## config.mk

```make
export PLATFORM = sky130hd
export DESIGN_NAME = positional_insert_delete_list_flat
export DESIGN_NICKNAME = d
export VERILOG_FILES = /design/src/hw/rtl/pidl_pkg.sv /design/src/hw/rtl/pidl_if.sv /design/src/hw/rtl/pidl_cell.sv /design/src/hw/rtl/positional_insert_delete_list.sv /design/src/flat_wrapper.sv
export VERILOG_INCLUDE_DIRS = /design/src /design/src/hw/rtl
export SDC_FILE = /design/constraint.sdc
export NUM_CORES = 1
export LEC_CHECK = 0
export ABC_AREA = 1
export BUFFER_PORTS_ARGS = -buffer_cell sky130_fd_sc_hd__buf_2
export CORE_MARGIN = 8
export CORE_UTILIZATION = 40
export CTS_CLUSTER_SIZE = 14
export DETAILED_ROUTE_END_ITERATION = 8
export GPL_TIMING_DRIVEN = 0
export PLACE_DENSITY_LB_ADDON = 0.25
export SYNTH_ARGS = -nofsm -noshare
export SYNTH_HDL_FRONTEND = slang
export SYNTH_HIERARCHICAL = 1
export SYNTH_SLANG_ARGS = --single-unit
```

## constraint.sdc

```tcl
create_clock -name i_clk -period 6.8 [get_ports i_clk]
set_input_delay 1.36 -clock i_clk [delete_from_list [all_inputs] [get_ports i_clk]]
set_output_delay 1.36 -clock i_clk [all_outputs]
set_load 0.02 [all_outputs]
```

## src/hw/rtl/positional_insert_delete_list_defines.svh

```systemverilog
// ----------------------------------------------------------------------------
// positional insert/delete list assertion macros
// shared property forms for the list's clocked checks
// ----------------------------------------------------------------------------
`ifndef POSITIONAL_INSERT_DELETE_LIST_DEFINES_SVH
`define POSITIONAL_INSERT_DELETE_LIST_DEFINES_SVH

// condition that must hold at every clock edge outside reset
`define PIDL_ASSERT_ALWAYS(lbl, cond, msg) \
    lbl: assert property (@(posedge i_clk) disable iff (!i_rst_n) (cond)) else $error(msg);

// consequence that must hold in the cycle after the antecedent
`define PIDL_ASSERT_NEXT(lbl, ante, cons, msg) \
    lbl: assert property (@(posedge i_clk) disable iff (!i_rst_n) (ante) |=> (cons)) else $error(msg);

// consequence that must hold in the same cycle as the antecedent
`define PIDL_ASSERT_SAME(lbl, ante, cons, msg) \
    lbl: assert property (@(posedge i_clk) disable iff (!i_rst_n) (ante) |-> (cons)) else $error(msg);

`endif

```

## src/hw/rtl/pidl_pkg.sv

```systemverilog
// ----------------------------------------------------------------------------
// pidl_pkg
// shared widths, request codes and cell control type of the list
// ----------------------------------------------------------------------------
`default_nettype none

package pidl_pkg;

    localparam int unsigned DEPTH_DEFAULT = 16;
    localparam int unsigned DATA_W        = 32;
    localparam int unsigned POS_W         = 5;
    localparam int unsigned REQ_W         = 2;
    localparam int unsigned COUNT_W       = 5;

    // request codes, code 3 is unused and always rejected
    localparam logic [REQ_W-1:0] REQ_INSERT = 2'd0;
    localparam logic [REQ_W-1:0] REQ_DELETE = 2'd1;
    localparam logic [REQ_W-1:0] REQ_READ   = 2'd2;

    // broadcast to every cell of the chain
    typedef struct packed {
        logic              ins;
        logic              del;
        logic [POS_W-1:0]  pos;
        logic [DATA_W-1:0] value;
    } t_cell_op;

endpackage

`default_nettype wire

```

## src/hw/rtl/pidl_if.sv

```systemverilog
// ----------------------------------------------------------------------------
// pidl request and response interfaces
// valid/ready channels carrying list requests and their results
// ----------------------------------------------------------------------------
`default_nettype none

interface pidl_req_if;
    import pidl_pkg::*;

    logic                     valid;
    logic                     ready;
    logic [REQ_W-1:0]         req_type;
    logic [POS_W-1:0]         position;
    logic signed [DATA_W-1:0] new_value;

    modport source (output valid, output req_type, output position, output new_value,
                    input ready);
    modport sink   (input valid, input req_type, input position, input new_value,
                    output ready);
endinterface

interface pidl_rsp_if;
    import pidl_pkg::*;

    logic                     valid;
    logic                     ready;
    logic                     ok;
    logic signed [DATA_W-1:0] value;
    logic [COUNT_W-1:0]       count;

    modport source (output valid, output ok, output value, output count, input ready);
    modport sink   (input valid, input ok, input value, input count, output ready);
endinterface

`default_nettype wire

```

## src/hw/rtl/pidl_cell.sv

```systemverilog
// ----------------------------------------------------------------------------
// pidl_cell
// one list slot: holds, loads, or takes its left or right neighbor's entry
// ----------------------------------------------------------------------------
`default_nettype none

module pidl_cell #(
    parameter int unsigned INDEX = 0
) (
    input  logic                          i_clk,
    input  pidl_pkg::t_cell_op            i_op,
    input  logic [pidl_pkg::DATA_W-1:0]   i_left,
    input  logic [pidl_pkg::DATA_W-1:0]   i_right,
    output logic [pidl_pkg::DATA_W-1:0]   o_value,
    output logic [pidl_pkg::DATA_W-1:0]   o_tap
);
    import pidl_pkg::*;

    // 1-based list position of this slot
    localparam int unsigned SLOT = INDEX + 1;

    logic [DATA_W-1:0] r_entry;
    logic [DATA_W-1:0] n_entry;
    logic              w_hit;
    logic              w_after;

    assign w_hit   = (32'(i_op.pos) == SLOT);
    assign w_after = (32'(i_op.pos) < SLOT);

    always_comb begin
        n_entry = r_entry;
        if (i_op.ins) begin
            if (w_hit) begin
                n_entry = i_op.value;
            end else if (w_after) begin
                n_entry = i_left;
            end
        end else if (i_op.del) begin
            if (w_hit || w_after) begin
                n_entry = i_right;
            end
        end
    end

    always_ff @(posedge i_clk) begin
        r_entry <= n_entry;
    end

    assign o_value = r_entry;
    // only the addressed slot drives the read bus
    assign o_tap   = w_hit ? r_entry : '0;

endmodule

`default_nettype wire

```

## src/hw/rtl/positional_insert_delete_list.sv

```systemverilog
// ----------------------------------------------------------------------------
// positional_insert_delete_list
// fixed-capacity ordered list addressed by 1-based position
// ----------------------------------------------------------------------------
// usage:
//   i_req carries one request per transaction: req_type (insert, delete,
//   read), a 1-based position and the value to insert. o_rsp returns one
//   result per request: ok, the removed or read value, and the entry count
//   after the request.
//   the result of an accepted request is registered and is valid from the
//   cycle after its acceptance on. throughput is one request per cycle
//   while o_rsp is not stalled; every slot of the cell chain shifts in the
//   same cycle, so no request waits on another. the output register frees
//   i_req.ready as soon as its result is taken, in the same cycle.
//   while o_rsp is stalled the held result stays put and i_req.ready is low.
//   reset empties the list (count zero) and drops any pending result; slot
//   contents are not cleared since positions beyond the count are never read.
//   rejected requests (bad position, full list, unused code) give ok low,
//   value zero and leave the list untouched.
// ----------------------------------------------------------------------------
`default_nettype none
`include "positional_insert_delete_list_defines.svh"

module positional_insert_delete_list #(
    parameter int unsigned DEPTH = pidl_pkg::DEPTH_DEFAULT
) (
    input  logic         i_clk,
    input  logic         i_rst_n,
    pidl_req_if.sink     i_req,
    pidl_rsp_if.source   o_rsp
);
    import pidl_pkg::*;

    // count must hold DEPTH itself
    localparam int unsigned CW    = $clog2(DEPTH + 1);
    // compare width wide enough for count + 1 and the position
    localparam int unsigned CMP_W = ((CW > POS_W) ? CW : POS_W) + 1;

    // list fill level
    logic [CW-1:0]     r_count;
    logic [CW-1:0]     n_count;

    // output register
    logic              r_out_valid;
    logic              r_ok;
    logic [DATA_W-1:0] r_value;

    logic              w_accept;
    logic [CMP_W-1:0]  w_pos;
    logic [CMP_W-1:0]  w_cnt;
    logic              w_in_list;
    logic              w_ins_ok;
    logic              w_del_ok;
    logic              w_rd_ok;
    t_cell_op          w_op;

    // cell chain wiring
    logic [DATA_W-1:0] w_val [DEPTH];
    logic [DATA_W-1:0] w_tap [DEPTH];
    logic [DATA_W-1:0] w_rd;

    assign i_req.ready = !r_out_valid || o_rsp.ready;
    assign w_accept    = i_req.valid && i_req.ready;

    // request checks against the current fill level
    assign w_pos     = CMP_W'(i_req.position);
    assign w_cnt     = CMP_W'(r_count);
    assign w_in_list = (i_req.position != '0) && (w_pos <= w_cnt);
    assign w_ins_ok  = (i_req.req_type == REQ_INSERT) && (w_cnt < CMP_W'(DEPTH))
                       && (i_req.position != '0) && (w_pos <= w_cnt + 1'b1);
    assign w_del_ok  = (i_req.req_type == REQ_DELETE) && w_in_list;
    assign w_rd_ok   = (i_req.req_type == REQ_READ) && w_in_list;

    // broadcast to all cells, shifts only for accepted valid requests
    always_comb begin
        w_op.ins   = w_accept && w_ins_ok;
        w_op.del   = w_accept && w_del_ok;
        w_op.pos   = i_req.position;
        w_op.value = i_req.new_value;
    end

    // the chain: slot k takes slot k-1 on insert, slot k+1 on delete
    for (genvar k = 0; k < DEPTH; k++) begin : g_cell
        logic [DATA_W-1:0] w_left;
        logic [DATA_W-1:0] w_right;

        if (k == 0) begin : g_head
            assign w_left = '0;
        end else begin : g_body_l
            assign w_left = w_val[k-1];
        end

        // vacated tail slot fills with zero
        if (k == DEPTH - 1) begin : g_tail
            assign w_right = '0;
        end else begin : g_body_r
            assign w_right = w_val[k+1];
        end

        pidl_cell #(
            .INDEX (k)
        ) u_cell (
            .i_clk   (i_clk),
            .i_op    (w_op),
            .i_left  (w_left),
            .i_right (w_right),
            .o_value (w_val[k]),
            .o_tap   (w_tap[k])
        );
    end

    // at most one tap is nonzero, so an or-merge selects the addressed slot
    always_comb begin
        w_rd = '0;
        for (int unsigned k = 0; k < DEPTH; k++) begin
            w_rd = w_rd | w_tap[k];
        end
    end

    always_comb begin
        n_count = r_count;
        if (w_op.ins) begin
            n_count = r_count + 1'b1;
        end else if (w_op.del) begin
            n_count = r_count - 1'b1;
        end
    end

    always_ff @(posedge i_clk) begin
        if (!i_rst_n) begin
            r_count     <= '0;
            r_out_valid <= 1'b0;
        end else begin
            r_count <= n_count;
            if (i_req.ready) begin
                r_out_valid <= i_req.valid;
            end
        end
    end

    // result payload, captured with the transaction
    always_ff @(posedge i_clk) begin
        if (w_accept) begin
            r_ok    <= w_ins_ok || w_del_ok || w_rd_ok;
            r_value <= (w_del_ok || w_rd_ok) ? w_rd : '0;
        end
    end

    // count register already reflects the request held in the output stage
    assign o_rsp.valid = r_out_valid;
    assign o_rsp.ok    = r_ok;
    assign o_rsp.value = r_value;
    assign o_rsp.count = COUNT_W'(r_count);

    `PIDL_ASSERT_ALWAYS(a_count_bound, r_count <= CW'(DEPTH), "list count exceeds capacity")
    `PIDL_ASSERT_NEXT(a_ins_count, w_op.ins, r_count == CW'($past(r_count) + 1'b1), "insert did not grow the list")
    `PIDL_ASSERT_NEXT(a_del_count, w_op.del, r_count == CW'($past(r_count) - 1'b1), "delete did not shrink the list")
    `PIDL_ASSERT_SAME(a_stall_block, r_out_valid && !o_rsp.ready, !i_req.ready, "request taken while result stalled")
    `PIDL_ASSERT_SAME(a_reject_zero, r_out_valid && !r_ok, r_value == '0, "rejected result carries a value")

endmodule

`default_nettype wire
```

## src/flat_wrapper.sv

```systemverilog
// flat-port wrapper written by rule: the top's interface ports become plain ports
module positional_insert_delete_list_flat import pidl_pkg::*;
#(
    parameter int unsigned DEPTH = pidl_pkg::DEPTH_DEFAULT
)
  (i_clk, i_rst_n, i_req_valid, i_req_req_type, i_req_position, i_req_new_value, i_req_ready, o_rsp_valid, o_rsp_ok, o_rsp_value, o_rsp_count, o_rsp_ready);
  pidl_req_if i_req_i ();
  pidl_rsp_if o_rsp_i ();
  input  logic i_clk;
  input  logic i_rst_n;
  input wire logic [$bits(i_req_i.valid)-1:0] i_req_valid;
  input wire logic [$bits(i_req_i.req_type)-1:0] i_req_req_type;
  input wire logic [$bits(i_req_i.position)-1:0] i_req_position;
  input wire logic [$bits(i_req_i.new_value)-1:0] i_req_new_value;
  output wire logic [$bits(i_req_i.ready)-1:0] i_req_ready;
  output wire logic [$bits(o_rsp_i.valid)-1:0] o_rsp_valid;
  output wire logic [$bits(o_rsp_i.ok)-1:0] o_rsp_ok;
  output wire logic [$bits(o_rsp_i.value)-1:0] o_rsp_value;
  output wire logic [$bits(o_rsp_i.count)-1:0] o_rsp_count;
  input wire logic [$bits(o_rsp_i.ready)-1:0] o_rsp_ready;
  assign i_req_i.valid = i_req_valid;
  assign i_req_i.req_type = i_req_req_type;
  assign i_req_i.position = i_req_position;
  assign i_req_i.new_value = i_req_new_value;
  assign i_req_ready = i_req_i.ready;
  assign o_rsp_valid = o_rsp_i.valid;
  assign o_rsp_ok = o_rsp_i.ok;
  assign o_rsp_value = o_rsp_i.value;
  assign o_rsp_count = o_rsp_i.count;
  assign o_rsp_i.ready = o_rsp_ready;
  positional_insert_delete_list #(.DEPTH(DEPTH)) u_core (.i_clk(i_clk), .i_rst_n(i_rst_n), .i_req(i_req_i), .o_rsp(o_rsp_i));
endmodule
```

; After elaboration in Yosys (flattened, before gate mapping)
; Index checks and enable logic that the tools add are counted.
[classes]
mux = 98
n_eq_ne = 34
bitwise_logic = 15
magnitude_cmp = 19
addsub = 3
reduce_logical = 65
[op_table]
columns = operator, n
row1 = $mux 32, 96
row2 = $or 32x32->32, 15
row3 = $reduce_and 3->1, 16
row4 = $ne 3x3->1 const B, 15
row5 = $eq 5x4->1 const B, 8
row6 = $lt 5x4->1 const B, 8
row7 = $reduce_bool 2->1, 17
row8 = $eq 5x3->1 const B, 4
row9 = $logic_or 1x1->1, 20
row10 = $lt 5x3->1 const B, 4
row11 = $eq 5x2->1 const B, 2
row12 = $lt 5x2->1 const B, 2
row13 = $lt 5x5->1 const B, 2
row14 = $mux 5, 2
row15 = $logic_and 1x1->1, 9
row16 = $add 5x1->6 const B, 1
row17 = $le 5x6->1, 1
row18 = $add 5x1->5 const B, 1
row19 = $eq 5x1->1 const B, 1
row20 = $eq 5x5->1 const B, 1
row21 = $le 5x5->1, 1
row22 = $lt 5x1->1 const B, 1
row23 = $reduce_bool 5->1, 1
row24 = $sub 5x1->5 const B, 1
row25 = 5 further kinds, 5
[word_totals]
word_cells = 254
regBits = 551

; Longest topological paths before layout
[depth]
ltp_word = 17
ltp_mapped = 22

; Hierarchy
; Netlist, hierarchy kept.
[by_module_without_submodules]
columns = module, n_inst, area_each_um2, seq_area_each_um2, cells_per_inst
row1 = pidl_cell (u_core.g_cell[1].u_cell ...), 2, 2324.7, 960.9, 352
row2 = pidl_cell (u_core.g_cell[5].u_cell ...), 2, 2282.2, 960.9, 346
row3 = positional_insert_delete_list, 1, 3150.5, 1111.1, 312
row4 = pidl_cell (u_core.g_cell[13].u_cell), 1, 2329.7, 960.9, 353
row5 = pidl_cell (u_core.g_cell[15].u_cell), 1, 2327.2, 960.9, 350
row6 = pidl_cell (u_core.g_cell[3].u_cell), 1, 2326.0, 960.9, 350
row7 = pidl_cell (u_core.g_cell[8].u_cell), 1, 2326.0, 960.9, 351
row8 = pidl_cell (u_core.g_cell[0].u_cell), 1, 2321.0, 960.9, 348
row9 = pidl_cell (u_core.g_cell[9].u_cell), 1, 2321.0, 960.9, 354
row10 = pidl_cell (u_core.g_cell[4].u_cell), 1, 2319.7, 960.9, 350
row11 = pidl_cell (u_core.g_cell[2].u_cell), 1, 2313.5, 960.9, 349
row12 = pidl_cell (u_core.g_cell[12].u_cell), 1, 2312.2, 960.9, 350
row13 = pidl_cell (u_core.g_cell[11].u_cell), 1, 2283.4, 960.9, 347
row14 = pidl_cell (u_core.g_cell[10].u_cell), 1, 2254.7, 960.9, 349
row15 = pidl_cell (u_core.g_cell[14].u_cell), 1, 2254.7, 960.9, 347

; Worst setup path after synthesis
; No wires, ideal clock.
[synth_path]
path_kind = input port to flip-flop
startpoint = input port o_rsp_ready
endpoint = register u_core.g_cell[12].u_cell.r_entry[0], enable pin
setup_ns = 0.470
arrival_time_ns = 5.558
n_path_buf = 1
path_slack_ns = 0.771
t_required_ns = 6.330
cell_stages = 9
path_cell_list = inv_1 -> nand2_2 -> nand2_1 -> inv_1 -> nand3_4 -> inv_1 -> buf_2 -> nor2_1 -> a211oi_1
[synth_lines]
columns = element, line_no
row1 = from (decl), flat_wrapper.sv:20  ; input wire logic [$bits(o_rsp_i.ready)-1:0] o_rsp_ready;
row2 = to (signal assigned), pidl_cell.sv:46  ; r_entry <= n_entry;
row3 = to (decl), pidl_cell.sv:22  ; logic [DATA_W-1:0] r_entry;

==> impl_metrics.yaml <==
global_routing:
  grtUsageTotal_pct: 23.7
  antenna_found_initial: 4
  grt_max_degree: 33
  grt_pass1_vias: 34700
  grt_overflow: 0
  grt_pass1_wl_um: 205000
flow_run:
  cap_violations: 0
synthesis:
  synth_area_leaders: "edfxtp_1, nand2_1, inv_1, nand3_1, nand4_1"
  yosysWarnings: 6
  seq_area_frac_synth_pct: 41.2
  yosysTopAreaCell: "edfxtp_1"
  synth_top_area_share_pct: 40.9
  synth_area_per_cell_um2: 6.78
  syn-cell-area_um2: 40100
  synthDistinctLibCells: 41
  synthCells: 5906
  yosys_register_bits: 551
floorplan:
  core_um2: 99700
  initial_core_util_pct: 40.2
  core.rowCount: 116
  die_x_um: 332
  dieHeight_um: 332
  dieArea_um2: 111000
  pin_count: 83
placed_design:
  port_buffers: 82
  place_hpwl_um: 110000
  gp_congestion: 0.950
timing:
  period_share_pct: 74.7
  setup_viol: 0
  fmax_ghz: 0.197
  tns_ns: 0
  fin_crit_ns: 5.08
  slew_headroom_pct: 11.4
  tightest_slew_ns: 1.33
  final-hold-violation-count: 0
  finClkSkew_ns: 0.0242
  hold_ws_ns: 0.507
  drv_slew: 0
  rsz0062_at_grt: "false"
route:
  drc: 0
  drt-initial-drc-count: 3915
  first_pass_iters: 6
  postRouteAntennaNets: 0
  via_per_inst: 4.85
  vias: 36300
  wl_per_cell_um: 18.1
  routed_wl_um: 135000
critical_path:
  critical_path_class: "in2reg"
  cp_common_cell: "nand2_1"
  critPathMaxStageDelay_ns: 0.86
  path_max_fanout: 24
  critPathArrivalTime_ns: 5.41
  path_cells: "buf_2, ha_1, nand2_1, nand2_1, nand2_1, nand2_1, nand2_1, nand2_1, nand2_1, nand3_4, inv_1, buf_2, nor2_1, nor3_2, buf_6"
  startpoint_type: "input port"
  end_kind: "flip-flop"
  cp_slowest_cell: "nor3_2"
  worstPathRequired_ns: 7.13
power:
  p_leak_uw: 0.0244
  power_density_nw_per_um2: 189
  irDropWorstVdd_v: 0.000157
finish:
  fillers: 10100
  final_common_cell: "nand2_1"
  final_nets: 6198
  layout_common_cells: "nand2_1, inv_1, nand3_1"
  drive_gt1_share_pct: 8.44
  area_growth_pct: 12.6
  final_util_pct: 45.2
clock_tree:
  clock_sinks: 551
  cts_inserted_buffers: 71
  cts_hold_buf: 0
  root_buffer: "clkbuf_16"
  clkTransAtPathRegs_ns: 0.06
  cts_tree: "done"
  clk_path_buf_depth: 3
  clk_latency_ns: 0.63
  cts_resized: 0
  cts_setup_buffers: 0
  htree_levels: 3
status:
  status: "completed"
min_path:
  min_path_type: "reg2reg"
[cell families (layout without fill, tap and decap cells)]
| family | count (synthesis) | in the layout | synth area share, % |
|---|---|---|---|
| simple gates | 3333 | 3333 | 37.3 |
| flops | 551 | 551 | 41.2 |
| compound gates | 58 | 58 | 1.66 |
| xor+xnor | 6 | 6 | 0.131 |
| buf+inv | 1942 | 2169 | 19.3 |
| fa+ha+maj | 15 | 15 | 0.487 |
| other cells | 1 | 67 | 0.00936 |
[worst max-delay path, delay by kind of cell]
| kind | cells | cell delay (ns) |
|---|---|---|
| fa+ha+maj | 1 | 0.40 |
| simple gates | 10 | 1.55 |
| buf+inv | 4 | 2.05 |
[cell type report]
cell class	count	area [µm²]	area share [%]
clock buffers	88	1930	4.27
multi-input cells	3476	16200	36.0
flip-flops and latches	551	16500	36.6
inverters	1598	6000	13.3
diodes	3	7.51	0.0166
repair buffers	98	761	1.69
well taps	1298	1620	3.60
plain buffers	344	1710	3.80
clock inverters	41	348	0.771
[stage by stage]
stage	instance area, µm²	power [µW]	std cells	worst slack, ns
2_1_floorplan	40300	4430	5969	0.771
3_3_place_gp	42300	4750	7349	-2.45
3_5_place_dp	42800	4780	7365	1.11
4_1_cts	45100	8580	7494	1.79
5_1_grt	45100	8800	7497	1.53
6_report	45100	8510	7497	1.72
[path summary, 6_finish.rpt]
kind	slack, ns	to	cells past startpoint	from
max reg2reg	2.58	u_core/g_cell[11].u_cell/o_value[14]	12	u_core/o_rsp.count[0]
max	1.72	u_core/g_cell[11].u_cell/o_value[14]	15	i_req_position[1]
min	0.51	u_core/o_rsp.valid	2	u_core/o_rsp.valid
min reg2reg	0.51	u_core/o_rsp.valid	2	u_core/o_rsp.valid
[cells in the mapped netlist (all sizes together)]
master,number
o211a,2
xor2,5
dfxtp,6
nor3b,1
conb,1
nor2,566
a21oi,13
a211oi,2
a31oi,1
edfxtp,545
nand3,697
clkbuf,101
a21boi,1
nand2,1613
nand4,324
nor3,4
o21ai,6
xnor2,1
a41oi,32
nor4,128
o21a,1
inv,1598
buf,243
fa,1
ha,14
[where the power goes]
group	internal (µW)	total, µW	switching (µW)
Clock	2230	3790	1560
Combinational	237	899	662
Sequential	3790	3820	38.1
[state kept, by name, indices dropped and copies added, names as in the netlist]
register / cells
u_core/o_rsp.value: 32
u_core/o_rsp.valid: 1
u_core/o_rsp.count: 5
u_core/g_cell.u_cell/o_value: 512
u_core/o_rsp.ok: 1
[metal layers]
metal  track usage [%]  part of all wire (%)
met1              32.3                    44
met2              39.2                    46
met3              2.06                   7.2
met4              8.77                   3.6
met5                 0                     0
Note: power is estimated with default switching activity, not from simulation.
